--- config.mk ---
export PLATFORM = sky130hd
export DESIGN_NAME = keyframe_fade_pwm_level
export DESIGN_NICKNAME = d
export VERILOG_FILES = /design/src/rtl/core/kfpl_pkg.sv /design/src/rtl/core/kfpl_ctrl.sv /design/src/rtl/core/kfpl_dp.sv /design/src/rtl/core/keyframe_fade_pwm_level.sv
export SDC_FILE = /design/constraint.sdc
export NUM_CORES = 2
export LEC_CHECK = 0
export ABC_AREA = 1
export CORE_AREA = 2 2 300 451
export DETAILED_ROUTE_END_ITERATION = 10
export DIE_AREA = 0 0 302 453
export DONT_BUFFER_PORTS = 1
export PLACE_DENSITY = 0.62
export REMOVE_ABC_BUFFERS = 1
export SLEW_MARGIN = 20
export SYNTH_ARGS = -nofsm -noshare
export SYNTH_HDL_FRONTEND = slang
export SYNTH_SLANG_ARGS = --single-unit
export TNS_END_PERCENT = 30
--- constraint.sdc ---
create_clock -name clk -period 11.89 [get_ports clk]
set_input_delay 2.378 -clock clk [delete_from_list [all_inputs] [get_ports clk]]
set_output_delay 2.378 -clock clk [all_outputs]
set_load 0.005 [all_outputs]
--- src/rtl/core/kfpl_pkg.sv ---
// ----------------------------------------------------------------------------
// kfpl_pkg
// Shared types, widths, opcodes and the gamma table for the keyframe fade
// level generator.
// ----------------------------------------------------------------------------
package kfpl_pkg;

  localparam int KFPL_MAX_KEYS = 16;

  localparam int OP_W       = 2;
  localparam int DUR_W      = 16;
  localparam int LEVEL_W    = 8;
  localparam int TIME_W     = 20;
  localparam int MS_W       = 64;
  localparam int DUTY_W     = 10;
  localparam int IN_DATA_W  = DUR_W + LEVEL_W + MS_W;
  localparam int OUT_DATA_W = 32;

  localparam int PROD_W    = TIME_W + LEVEL_W;
  localparam int ACC_W     = PROD_W + 1;
  localparam int QUO_W     = LEVEL_W;
  localparam int DIV_CNT_W = $clog2(QUO_W);
  localparam int MOD_STEPS = MS_W / 2;
  localparam int MOD_CNT_W = $clog2(MOD_STEPS);
  localparam int LVL_IDX_W = 7;

  localparam logic [OP_W-1:0] OP_CLEAR  = 2'd0;
  localparam logic [OP_W-1:0] OP_APPEND = 2'd1;
  localparam logic [OP_W-1:0] OP_TICK   = 2'd2;

  localparam logic [TIME_W-1:0]  TIME_MAX  = '1;
  localparam logic [DUTY_W-1:0]  DUTY_OFF  = 10'd1023;
  localparam logic [LEVEL_W-1:0] LEVEL_CAP = 8'd100;

  localparam logic [DUTY_W-1:0] GAMMA_TAB [0:100] = '{
    10'd0,   10'd0,   10'd0,   10'd0,   10'd0,   10'd0,   10'd0,   10'd1,
    10'd1,   10'd1,   10'd2,   10'd2,   10'd3,   10'd3,   10'd4,   10'd5,
    10'd6,   10'd7,   10'd8,   10'd10,  10'd11,  10'd13,  10'd15,  10'd17,
    10'd19,  10'd21,  10'd24,  10'd26,  10'd29,  10'd32,  10'd35,  10'd39,
    10'd42,  10'd46,  10'd50,  10'd54,  10'd59,  10'd63,  10'd68,  10'd73,
    10'd79,  10'd84,  10'd90,  10'd96,  10'd103, 10'd109, 10'd116, 10'd124,
    10'd131, 10'd139, 10'd147, 10'd155, 10'd164, 10'd173, 10'd182, 10'd192,
    10'd202, 10'd212, 10'd223, 10'd234, 10'd245, 10'd257, 10'd269, 10'd281,
    10'd293, 10'd307, 10'd320, 10'd334, 10'd348, 10'd362, 10'd377, 10'd392,
    10'd408, 10'd424, 10'd441, 10'd458, 10'd475, 10'd493, 10'd511, 10'd529,
    10'd548, 10'd568, 10'd587, 10'd608, 10'd628, 10'd650, 10'd671, 10'd693,
    10'd716, 10'd739, 10'd762, 10'd786, 10'd811, 10'd836, 10'd861, 10'd887,
    10'd913, 10'd940, 10'd968, 10'd996, 10'd1023
  };

  typedef enum logic [3:0] {
    ST_IDLE,
    ST_DECODE,
    ST_APP_WR,
    ST_MOD,
    ST_SCAN,
    ST_MUL_A,
    ST_MUL_B,
    ST_DIV,
    ST_OUT
  } kfpl_state_t;

  typedef struct packed {
    logic [TIME_W-1:0]  start;
    logic [LEVEL_W-1:0] level;
  } kfpl_key_t;

  typedef struct packed {
    logic take;
    logic clear;
    logic app_rd;
    logic app_wr;
    logic mod_step;
    logic scan_step;
    logic mul_a;
    logic mul_b;
    logic div_step;
    logic out_load;
  } kfpl_cmd_t;

  typedef struct packed {
    logic [OP_W-1:0] op;
    logic            len_zero;
    logic            mod_last;
    logic            scan_done;
    logic            div_last;
    logic            out_free;
  } kfpl_sts_t;

endpackage

--- src/rtl/core/kfpl_ctrl.sv ---
// ----------------------------------------------------------------------------
// kfpl_ctrl
// Sequencer for the fade generator: decodes each word and steps the datapath
// through append, remainder, key scan, interpolation and division phases.
// ----------------------------------------------------------------------------
module kfpl_ctrl import kfpl_pkg::*; (
  input  logic      clk,
  input  logic      rst_n,
  input  logic      in_tvalid,
  output logic      in_tready,
  input  kfpl_sts_t sts,
  output kfpl_cmd_t cmd
);

  kfpl_state_t state_r;
  kfpl_state_t state_nxt;

  always_ff @(posedge clk) begin
    if (!rst_n) begin
      state_r <= ST_IDLE;
    end else begin
      state_r <= state_nxt;
    end
  end

  always_comb begin
    state_nxt = state_r;
    unique case (state_r)
      ST_IDLE: begin
        if (in_tvalid) state_nxt = ST_DECODE;
      end
      ST_DECODE: begin
        unique case (sts.op)
          OP_APPEND: state_nxt = ST_APP_WR;
          OP_TICK:   state_nxt = sts.len_zero ? ST_IDLE : ST_MOD;
          default:   state_nxt = ST_IDLE;
        endcase
      end
      ST_APP_WR: state_nxt = ST_IDLE;
      ST_MOD: begin
        if (sts.mod_last) state_nxt = ST_SCAN;
      end
      ST_SCAN: begin
        if (sts.scan_done) state_nxt = ST_MUL_A;
      end
      ST_MUL_A: state_nxt = ST_MUL_B;
      ST_MUL_B: state_nxt = ST_DIV;
      ST_DIV: begin
        if (sts.div_last) state_nxt = ST_OUT;
      end
      ST_OUT: begin
        if (sts.out_free) state_nxt = ST_IDLE;
      end
      default: state_nxt = ST_IDLE;
    endcase
  end

  always_comb begin
    cmd       = '0;
    in_tready = 1'b0;
    unique case (state_r)
      ST_IDLE: begin
        in_tready = 1'b1;
        cmd.take  = in_tvalid;
      end
      ST_DECODE: begin
        cmd.clear  = (sts.op == OP_CLEAR);
        cmd.app_rd = (sts.op == OP_APPEND);
      end
      ST_APP_WR: cmd.app_wr    = 1'b1;
      ST_MOD:    cmd.mod_step  = 1'b1;
      ST_SCAN:   cmd.scan_step = 1'b1;
      ST_MUL_A:  cmd.mul_a     = 1'b1;
      ST_MUL_B:  cmd.mul_b     = 1'b1;
      ST_DIV:    cmd.div_step  = 1'b1;
      ST_OUT:    cmd.out_load  = sts.out_free;
      default: begin
        cmd       = '0;
        in_tready = 1'b0;
      end
    endcase
  end

endmodule

--- src/rtl/core/kfpl_dp.sv ---
// ----------------------------------------------------------------------------
// kfpl_dp
// Datapath of the fade generator: keyframe memory, offset register, radix-4
// remainder unit, key scan, interpolation multiplier, quotient unit and the
// output register.
// ----------------------------------------------------------------------------
module kfpl_dp import kfpl_pkg::*; #(
  parameter int MAX_KEYS = KFPL_MAX_KEYS
) (
  input  logic                  clk,
  input  logic                  rst_n,
  input  logic [IN_DATA_W-1:0]  in_tdata,
  input  logic [OP_W-1:0]       in_tuser,
  input  logic                  cfg_wr_en,
  input  logic [MS_W-1:0]       cfg_wr_data,
  input  kfpl_cmd_t             cmd,
  output kfpl_sts_t             sts,
  input  logic                  out_tready,
  output logic                  out_tvalid,
  output logic [OUT_DATA_W-1:0] out_tdata
);

  localparam int CW = $clog2(MAX_KEYS + 1);
  localparam int IW = $clog2(MAX_KEYS);

  logic [MS_W-1:0]    off_r;
  logic [OP_W-1:0]    op_r;
  logic [DUR_W-1:0]   dur_r;
  logic [LEVEL_W-1:0] lvl_r;
  logic [CW-1:0]      cnt_r;
  logic [TIME_W-1:0]  len_r;

  kfpl_key_t key_mem_r [MAX_KEYS];
  kfpl_key_t key_q_r;

  logic [MS_W-1:0]      mod_div_r;
  logic [TIME_W-1:0]    mod_rem_r;
  logic [MOD_CNT_W-1:0] mod_cnt_r;

  logic [CW-1:0]      iss_r;
  logic               pend_r;
  logic               first_r;
  logic               stop_r;
  logic               found_r;
  logic [TIME_W-1:0]  lo_t_r;
  logic [LEVEL_W-1:0] lo_v_r;
  logic [TIME_W-1:0]  hi_t_r;
  logic [LEVEL_W-1:0] hi_v_r;

  logic [PROD_W-1:0]    prod_r;
  logic [TIME_W-1:0]    span_r;
  logic [ACC_W-1:0]     div_rem_r;
  logic [ACC_W-1:0]     div_dsr_r;
  logic [QUO_W-1:0]     quo_r;
  logic [DIV_CNT_W-1:0] div_cnt_r;

  logic               out_valid_r;
  logic [DUTY_W-1:0]  out_duty_r;
  logic [TIME_W-1:0]  out_phase_r;

  // Append decisions.
  logic              same_key;
  logic              has_room;
  logic              app_we;
  logic [IW-1:0]     last_idx;
  logic [IW-1:0]     wr_idx;
  logic [TIME_W:0]   len_sum;
  logic [TIME_W-1:0] len_sat;

  assign same_key = (cnt_r != '0) && (key_q_r.start == len_r);
  assign has_room = (cnt_r < CW'(MAX_KEYS));
  assign app_we   = cmd.app_wr && (same_key || has_room);
  assign last_idx = IW'(cnt_r - 1'b1);
  assign wr_idx   = same_key ? last_idx : IW'(cnt_r);
  assign len_sum  = {1'b0, len_r} + (TIME_W + 1)'(dur_r);
  assign len_sat  = len_sum[TIME_W] ? TIME_MAX : len_sum[TIME_W-1:0];

  // Key memory read port, shared by append and scan.
  logic          issue;
  logic          rd_en;
  logic [IW-1:0] rd_idx;

  assign issue  = (iss_r < cnt_r);
  assign rd_en  = cmd.app_rd || (cmd.scan_step && issue);
  assign rd_idx = cmd.app_rd ? last_idx : iss_r[IW-1:0];

  always_ff @(posedge clk) begin
    if (app_we) begin
      key_mem_r[wr_idx] <= kfpl_key_t'({len_r, lvl_r});
    end
    if (rd_en) begin
      key_q_r <= key_mem_r[rd_idx];
    end
  end

  // Two remainder steps per cycle.
  logic [TIME_W:0]   r1;
  logic [TIME_W:0]   r1s;
  logic [TIME_W:0]   r2;
  logic [TIME_W:0]   r2s;
  logic [TIME_W-1:0] mod_rem_nxt;

  always_comb begin
    r1  = {mod_rem_r, mod_div_r[MS_W-1]};
    r1s = (r1 >= {1'b0, len_r}) ? (r1 - {1'b0, len_r}) : r1;
    r2  = {r1s[TIME_W-1:0], mod_div_r[MS_W-2]};
    r2s = (r2 >= {1'b0, len_r}) ? (r2 - {1'b0, len_r}) : r2;
    mod_rem_nxt = r2s[TIME_W-1:0];
  end

  // Neighbor search over the word that arrived from the key memory.
  logic               first_nxt;
  logic               stop_nxt;
  logic               found_nxt;
  logic [TIME_W-1:0]  lo_t_nxt;
  logic [LEVEL_W-1:0] lo_v_nxt;
  logic [TIME_W-1:0]  hi_t_nxt;
  logic [LEVEL_W-1:0] hi_v_nxt;

  always_comb begin
    first_nxt = first_r;
    stop_nxt  = stop_r;
    found_nxt = found_r;
    lo_t_nxt  = lo_t_r;
    lo_v_nxt  = lo_v_r;
    hi_t_nxt  = hi_t_r;
    hi_v_nxt  = hi_v_r;
    if (pend_r) begin
      first_nxt = 1'b0;
      if (first_r) hi_v_nxt = key_q_r.level;
      if (!stop_r) begin
        priority if (key_q_r.start >= len_r) begin
          stop_nxt = 1'b1;
        end else if (key_q_r.start <= mod_rem_r) begin
          lo_t_nxt = key_q_r.start;
          lo_v_nxt = key_q_r.level;
        end else if (!found_r) begin
          hi_t_nxt  = key_q_r.start;
          hi_v_nxt  = key_q_r.level;
          found_nxt = 1'b1;
        end
      end
    end
  end

  // Interpolation terms and quotient step.
  logic [TIME_W-1:0]    d_lo;
  logic [TIME_W-1:0]    d_hi;
  logic [PROD_W-1:0]    prod_b;
  logic                 q_bit;
  logic [LEVEL_W-1:0]   lv;
  logic [LVL_IDX_W-1:0] lv_idx;

  assign d_lo   = mod_rem_r - lo_t_r;
  assign d_hi   = hi_t_r - mod_rem_r;
  assign prod_b = PROD_W'(d_hi) * PROD_W'(lo_v_r);
  assign q_bit  = (div_rem_r >= div_dsr_r);
  assign lv     = (span_r == '0) ? lo_v_r : quo_r;
  assign lv_idx = (lv > LEVEL_CAP) ? LVL_IDX_W'(LEVEL_CAP) : lv[LVL_IDX_W-1:0];

  always_ff @(posedge clk) begin
    if (!rst_n) begin
      off_r       <= '0;
      cnt_r       <= '0;
      len_r       <= '0;
      mod_cnt_r   <= '0;
      iss_r       <= '0;
      pend_r      <= 1'b0;
      first_r     <= 1'b0;
      stop_r      <= 1'b0;
      found_r     <= 1'b0;
      div_cnt_r   <= '0;
      out_valid_r <= 1'b0;
    end else begin
      if (cfg_wr_en) off_r <= cfg_wr_data;

      if (cmd.clear) begin
        cnt_r <= '0;
        len_r <= '0;
      end else if (app_we) begin
        if (!same_key) cnt_r <= cnt_r + 1'b1;
        len_r <= len_sat;
      end

      if (cmd.take) begin
        mod_cnt_r <= '0;
        iss_r     <= '0;
        pend_r    <= 1'b0;
        first_r   <= 1'b1;
        stop_r    <= 1'b0;
        found_r   <= 1'b0;
      end else begin
        if (cmd.mod_step) mod_cnt_r <= mod_cnt_r + 1'b1;
        if (cmd.scan_step) begin
          iss_r   <= iss_r + CW'(issue);
          pend_r  <= issue;
          first_r <= first_nxt;
          stop_r  <= stop_nxt;
          found_r <= found_nxt;
        end
      end

      if (cmd.mul_b) begin
        div_cnt_r <= '0;
      end else if (cmd.div_step) begin
        div_cnt_r <= div_cnt_r + 1'b1;
      end

      if (cmd.out_load) begin
        out_valid_r <= 1'b1;
      end else if (out_tready) begin
        out_valid_r <= 1'b0;
      end
    end
  end

  always_ff @(posedge clk) begin
    if (cmd.take) begin
      op_r      <= in_tuser;
      dur_r     <= in_tdata[DUR_W-1:0];
      lvl_r     <= in_tdata[DUR_W +: LEVEL_W];
      mod_div_r <= in_tdata[DUR_W + LEVEL_W +: MS_W] + off_r;
      mod_rem_r <= '0;
      lo_t_r    <= '0;
      lo_v_r    <= '0;
      hi_t_r    <= len_r;
      hi_v_r    <= '0;
    end else begin
      if (cmd.mod_step) begin
        mod_div_r <= mod_div_r << 2;
        mod_rem_r <= mod_rem_nxt;
      end
      if (cmd.scan_step) begin
        lo_t_r <= lo_t_nxt;
        lo_v_r <= lo_v_nxt;
        hi_t_r <= hi_t_nxt;
        hi_v_r <= hi_v_nxt;
      end
    end

    if (cmd.mul_a) begin
      prod_r <= PROD_W'(d_lo) * PROD_W'(hi_v_r);
      span_r <= hi_t_r - lo_t_r;
    end

    if (cmd.mul_b) begin
      div_rem_r <= ACC_W'(prod_r) + ACC_W'(prod_b) + ACC_W'(span_r >> 1);
      div_dsr_r <= ACC_W'(span_r) << (QUO_W - 1);
    end else if (cmd.div_step) begin
      if (q_bit) div_rem_r <= div_rem_r - div_dsr_r;
      div_dsr_r <= div_dsr_r >> 1;
      quo_r     <= {quo_r[QUO_W-2:0], q_bit};
    end

    if (cmd.out_load) begin
      out_duty_r  <= DUTY_OFF - GAMMA_TAB[lv_idx];
      out_phase_r <= mod_rem_r;
    end
  end

  assign sts.op        = op_r;
  assign sts.len_zero  = (len_r == '0);
  assign sts.mod_last  = (mod_cnt_r == MOD_CNT_W'(MOD_STEPS - 1));
  assign sts.scan_done = !issue && !pend_r;
  assign sts.div_last  = (div_cnt_r == DIV_CNT_W'(QUO_W - 1));
  assign sts.out_free  = !out_valid_r || out_tready;

  assign out_tvalid = out_valid_r;
  assign out_tdata  = {{(OUT_DATA_W - TIME_W - DUTY_W){1'b0}}, out_phase_r, out_duty_r};

  a_clear_empties: assert property (@(posedge clk) disable iff (!rst_n)
    cmd.clear |=> (cnt_r == '0 && len_r == '0))
    else $error("key store not emptied after clear");

  a_count_bound: assert property (@(posedge clk) disable iff (!rst_n)
    cmd.app_wr |=> (cnt_r == $past(cnt_r) || cnt_r == $past(cnt_r) + 1'b1)
                   && cnt_r <= CW'(MAX_KEYS))
    else $error("key count stepped wrongly on append");

  a_rem_below_len: assert property (@(posedge clk) disable iff (!rst_n)
    cmd.mod_step |=> (mod_rem_r < len_r))
    else $error("phase remainder not below cycle length");

  a_load_free: assert property (@(posedge clk) disable iff (!rst_n)
    cmd.out_load |-> (!out_valid_r || out_tready))
    else $error("result register overwritten before it was taken");

endmodule

--- src/rtl/core/keyframe_fade_pwm_level.sv ---
// ----------------------------------------------------------------------------
// keyframe_fade_pwm_level
// Looping LED fade generator with keyframe store, linear interpolation and
// inverted gamma-corrected PWM compare output.
// ----------------------------------------------------------------------------
// The block takes one word at a time. A clear word is handled in the decode
// state alone; an append word adds a write state after the registered read
// of the last key from the key memory. A tick word steps through decode, the
// two-bit-per-cycle remainder of the 64-bit time by the cycle length, a scan
// of the stored keyframes, the two interpolation products, the quotient and
// the result load. The result sits in an output register, so the next word
// is accepted while a result still waits to be taken; a tick only stalls at
// its end if the previous result is still held. Ticks with a zero cycle
// length and words with operation code 3 give no result.
// ----------------------------------------------------------------------------
module keyframe_fade_pwm_level import kfpl_pkg::*; #(
  parameter int MAX_KEYS = KFPL_MAX_KEYS
) (
  input  logic                  clk,
  input  logic                  rst_n,
  input  logic                  in_tvalid,
  output logic                  in_tready,
  input  logic [IN_DATA_W-1:0]  in_tdata,    // duration, level, time_ms
  input  logic [OP_W-1:0]       in_tuser,    // operation
  output logic                  out_tvalid,
  input  logic                  out_tready,
  output logic [OUT_DATA_W-1:0] out_tdata,   // duty, phase, zero fill
  input  logic                  cfg_wr_en,
  input  logic [MS_W-1:0]       cfg_wr_data
);

  kfpl_cmd_t cmd;
  kfpl_sts_t sts;

  kfpl_ctrl u_ctrl (
    .clk       (clk),
    .rst_n     (rst_n),
    .in_tvalid (in_tvalid),
    .in_tready (in_tready),
    .sts       (sts),
    .cmd       (cmd)
  );

  kfpl_dp #(
    .MAX_KEYS (MAX_KEYS)
  ) u_dp (
    .clk         (clk),
    .rst_n       (rst_n),
    .in_tdata    (in_tdata),
    .in_tuser    (in_tuser),
    .cfg_wr_en   (cfg_wr_en),
    .cfg_wr_data (cfg_wr_data),
    .cmd         (cmd),
    .sts         (sts),
    .out_tready  (out_tready),
    .out_tvalid  (out_tvalid),
    .out_tdata   (out_tdata)
  );

endmodule

## Word-level counts from Yosys, hierarchy flattened

Memory sizes are Yosys's and may differ from the RTL's. A register that Yosys moved wholly into a read port is not among the register bits.
Cells that the tools add are included.

- Register bits after elaboration: 419
- Memory bits (writable): 448
- Bits in read-only memories: 1280
- Bits of input ports: 159
- Output and inout bits: 34
- Word-level logic and storage cells: 175
- Memories kept: 2

Memories:

| name | words | width | rd ports | clocked after memory_dff | write ports | line | RTL |
|---|---|---|---|---|---|---|---|
| (no name shown) | 128 | 10 | 1 | 0 | 0 | kfpl_dp.sv:256 | `out_duty_r <= DUTY_OFF - GAMMA_TAB[lv_idx];` |
| u_dp.key_mem_r | 16 | 28 | 1 | 1 | 1 | kfpl_dp.sv:33 | `kfpl_key_t key_mem_r [MAX_KEYS];` |

- Add/sub/neg operators: 16
- $mul: 2
- Magnitude comparators: 9
- Equal/unequal tests: 22
- Mux-type cells: 55
- Bitwise logic cells: 7
- Reduce and logical (&&, ||, !) cells: 33

Operator list:

| kind | count |
|---|---|
| $mux W20 | 10 |
| $mux W64 | 2 |
| $sub A20 B20 Y20 | 5 |
| $mux W29 | 3 |
| $add A64 B64 Y64 | 1 |
| $mul A20 B8 Y28 | 2 |
| $mux W27 | 2 |
| $mux W8 | 6 |
| $ge A21 B20 Y1 | 2 |
| $logic_not A20 Y1 | 2 |
| $pmux W4 S8 | 1 |
| $add A28 B28 Y29 | 1 |
| $add A29 B19 Y29 | 1 |
| $ge A29 B27 Y1 | 1 |
| $sub A29 B27 Y29 | 1 |
| $mux W4 | 7 |
| $add A20 B16 Y21 | 1 |
| $eq A20 B20 Y1 | 1 |
| $ge A20 B20 Y1 | 1 |
| $le A20 B20 Y1 | 1 |
| $mux W10 | 2 |
| $mux W1 | 18 |
| $eq A4 B3 Y1 const B | 4 |
| $ne A2 B2 Y1 const B | 8 |
| 33 further kinds | 61 |

## Longest topological paths before layout

- Word-level depth: 9
- Mapped depth: 34
- Gate-level depth less buffers: 34

## Cells and area by module

Synthesis repeated with hierarchy kept, for this count alone.

- Cell total of the unflattened synthesis: 6529
- Area, all modules: 58504.9 µm²

By module, submodules not included:

| module | times used | cells each | area each (µm²) | sequential area each (µm²) |
|---|---|---|---|---|
| kfpl_dp | 1 | 6446 | 58041.9 | 25054.0 |
| kfpl_ctrl | 1 | 83 | 462.9 | 80.1 |

## Worst setup path before layout

OpenSTA, ideal clock, no wires.

- Path type: register -> register
- Start point: register u_dp.mod_rem_r[2]
- End point: register u_dp.div_rem_r[28] (data pin)
- Setup time: 0.263 ns
- Arrival time: 6.274 ns
- Required time: 11.627 ns
- Slack: 5.353 ns
- Cell stages (with the launch flop): 29
- Path buffers: 0
- Clock period less this slack: 6.537 ns
- Cells stage by stage: dfxtp_1 inv_1 ha_1 a21oi_1 nor2_1 o21ai_0 o211ai_1 nor2_1 o21ai_0 a31oi_1 xor2_1 nor2_1 fa_1 fa_1 fa_1 fa_1 inv_1 fa_1 inv_1 ha_1 nand2_1 nor4_1 nand3_1 o21ai_0 nand2_1 a21oi_1 nand2_1 nand2_1 o21ai_0

- Longest elaborated chain between the ends: 5

Ends and longest elaborated chain:

| element | line | RTL |
|---|---|---|
| from (decl) | kfpl_dp.sv:37 | `logic [TIME_W-1:0] mod_rem_r;` |
| from (signal assigned) | kfpl_dp.sv:231 | `mod_rem_r <= mod_rem_nxt;` |
| $sub A20 B20 Y20 | kfpl_dp.sv:155 | `assign d_hi = hi_t_r - mod_rem_r;` |
| $mul A20 B8 Y28 | kfpl_dp.sv:156 | `assign prod_b = PROD_W'(d_hi) * PROD_W'(lo_v_r);` |
| $add A28 B28 Y29 | kfpl_dp.sv:247 | `div_rem_r <= ACC_W'(prod_r) + ACC_W'(prod_b) + ACC_W'(span_r >> 1);` |
| $add A29 B19 Y29 | kfpl_dp.sv:247 |  |
| $mux W29 | kfpl_dp.sv:246 | `if (cmd.mul_b) begin` |
| to (signal assigned) | kfpl_dp.sv:247 |  |
| to (signal assigned) | kfpl_dp.sv:250 | `if (q_bit) div_rem_r <= div_rem_r - div_dsr_r;` |
| to (decl) | kfpl_dp.sv:52 | `logic [ACC_W-1:0] div_rem_r;` |

No other way between the ends.
A chain may end at the register's enable or synchronous reset.

## Final worst setup path

Same ends and word-level chain as after synthesis.

==> impl_metrics.csv <==
group,metric,value,unit
outcome,status,"finished, final reports clean",
yosys,synth_edf_count,721,
placement,placed_cell_area,60000,um2
setup_path,reg2reg_to,"u_dp.div_rem_r[28]",
routing,remaining_drc_errors,0,
timing,finalCritPeriodShare,64.5,%
final_layout,layout-area-overhead-vs-synth,8.55,%
floorplan,rows,164,
floorplan,io_pins,193,
cts,hold_buffers,0,
timing,whs,0.459,ns
routing,first_pass_iters,5,
hold_path,hold_depth,0,
grt,grt_max_degree,147,
cts,cts_tree,"done",
setup_path,critPathLaunchType,"flip-flop",
grt,grt_pass1_vias,46100,
final_layout,nets,7180,
setup_path,r2r_start,"u_dp.mod_rem_r[2]",
run,max-cap-violations,0,
cts,cts_buffers,90,
final_layout,drive_above_1_share,5.13,%
cts,clock-sinks,895,
cts,clk_pin_slew,0.07,ns
yosys,syn_area,58100,um2
yosys,ys_warn_count,0,
timing,rsz0062_at_grt,"false",
cts,clk_latency,0.73,ns
routing,ant_nets,0,
floorplan,start_util,43.8,%
setup_path,critPathKind,"reg2reg",
cts,cts_max_level,3,
yosys,synth.area.top_cells,"edfxtp_1 (37%), fa_1 (9.2%), ha_1 (8.2%), nand2_1 (6.3%), dfxtp_1 (6.0%)",
timing,setup_viol_count_final,0,
yosys,syn_inst,6436,
yosys,synth_top_area_cell,"edfxtp_1",
hold_path,min_to,"u_dp.quo_r[6]",
final_layout,fin_util,47.5,%
yosys,synth_xor_area_share,2.56,%
final_layout,final_common_cell,"nand2_1",
placement,place.detailed.hpwl,132000,um
routing,wl_per_cell,21.7,um
cts,cts_resized,0,
floorplan,core,133000,um2
yosys,synth-simple-area-share,16.1,%
yosys,synth_top_family_by_area,"adder cells",
grt,antenna_found_initial,2,
timing,relSlewSlack,32.0,%
cts,cts_setup_buffers,0,
timing,setup-tns-final,0,ns
floorplan,die_area,137000,um2
grt,grt_pass1_wl,269000,um
timing,fmax,130,MHz
yosys,synth_compound_area_share,13.8,%
grt,grtUsageTotal,25.9,%
setup_path,crit_path_max_incr_delay,0.63,ns
routing,wl,178000,um
setup_path,rrSetupSlack,4.22,ns
setup_path,required,12.36,ns
setup_path,crit_top_cell,"fa_1",
yosys,synth_adder_area_share,17.4,%
yosys,yosysTopAreaCellShare,37.3,%
final_layout,final_cell_mix,"nand2_1 (965), nor2_1 (843), inv_1 (796)",
routing,viasPerCell,5.56,
setup_path,arrival,8.14,ns
cts,cts_root_buf,"clkbuf_16",
timing,finalHoldViolCount,0,
yosys,synth_ff_type,"edfxtp_1",
setup_path,cpLargestDelayFamily,"adder cells",
cts,clk_path_buf_depth,3,
final_layout,fin_area,63100,um2
hold_path,hp-start,"u_dp.quo_r[5]",
yosys,ys_seq_elements,895,
placement,port_buffers,0,
placement,gp_congestion,0.987,
yosys,yosysUniqueCellTypes,63,
setup_path,r2r.worst_path.cells,28,
grt,overflow,0,
routing,drt_iter0_markers,3562,
timing,final.min_clock_period,7.67,ns
timing,final_max_slew_viol_count,0,
yosys,synthMuxAreaShare,0,%
floorplan,die_h,453,um
hold_path,hp-class,"reg2reg",
setup_path,crit_buf_inv,3,
timing,fin_skew,0.0326,ns
yosys,synthArstFlopShare,0,%
yosys,avgSynthCellArea,9.03,um2
setup_path,critPathCaptureType,"flip-flop",
setup_path,crit_path_max_fanout,7,
final_layout,nFillCells,12600,
setup_path,cp_slowest_cell,"xor2_1",
yosys,synth-seq-area-share,43.3,%
timing,worstMarginPinSlew,1.02,ns
routing,vias,45500,
floorplan,die_x,302,um
==> per-stage QoR <==
step                setup WS, ns  std cells
finish                      4.22       8196
global route                3.46       8195
CTS                         4.12       8193
detailed placement          4.13       8024
global placement            4.16       8024
floorplan                   3.45       6230
==> worst max path at each step <==
stage | start | endpoint | slack [ns] | depth (start not counted)
after floorplan | u_dp.op_r[0] | u_dp.key_q_r[26] | 3.45 | 9
after global placement | u_dp.mod_rem_r[2] | u_dp.div_rem_r[28] | 4.16 | 28
after detailed placement | u_dp.mod_rem_r[2] | u_dp.div_rem_r[28] | 4.13 | 28
after CTS | u_dp.mod_rem_r[2] | u_dp.div_rem_r[28] | 4.12 | 28
after global routing | u_dp.mod_rem_r[2] | u_dp.div_rem_r[28] | 3.46 | 28
final | u_dp.mod_rem_r[2] | u_dp.div_rem_r[28] | 4.22 | 28
==> logic make-up (layout without fill, tap and decap cells) <==
group	Yosys count	after routing
and+or+nand+nor	2261	2261
xor gates and xnor gates	170	170
AOI/OAI and AO/OA	1433	1433
buffers and inverters	1028	1041
adders and majority gates	648	648
other	1	5
DFF	895	895
==> Yosys cell counts, types with 11 or more instances <==
library cell and count:
edfxtp_1 721, o22ai_1 50, buf_2 15, inv_1 799, nor4_1 23, o211ai_1 48, a21o_1 18, nor2_1 858
o21ai_1 24, or2_2 50, fa_1 267, dfxtp_1 174, o221ai_1 92, a31oi_1 46, nand3_1 222, ha_1 381
o21ai_0 666, xnor2_1 69, xor2_1 101, a21oi_1 416, o21bai_1 21, nor3_1 33, clkbuf_1 166, nand4_1 64
inv_2 16, nand2_1 969, buf_1 11
==> layout make-up <==
type	count	area [um2]	area share, %
multi-input combinational	4514	29200	46.3
sequential	895	25100	39.9
inverter	821	3090	4.90
clock buffer	104	2370	3.76
tap	1743	2180	3.46
clock inverter	65	696	1.10
timing repair buffer	51	395	0.627
antenna	3	7.51	0.0119
==> routing by layer <==
layer / wire (um) / vias up / global-route usage [%]
met5: 0 / - / 0
met3: 9580 / 407 / 3.51
met1: 66600 / 22000 / 28.9
li1: - / 21700 / -
met4: 11600 / 0 / 15.9
met2: 90400 / 1440 / 46.4
==> sequential cells by signal (all words and copies together), names as in the netlist, 27 cells and up <==
name	flops
u_dp.off_r	64
u_dp.prod_r	28
u_dp.key_q_r	28
u_dp.div_rem_r	29
u_dp.mod_div_r	64
u_dp.div_dsr_r	27
u_dp.key_mem_r	448
Power is left out: the tool's default activity adds up to more than one toggle a clock period on the data nets, which glitch-free logic cannot reach.
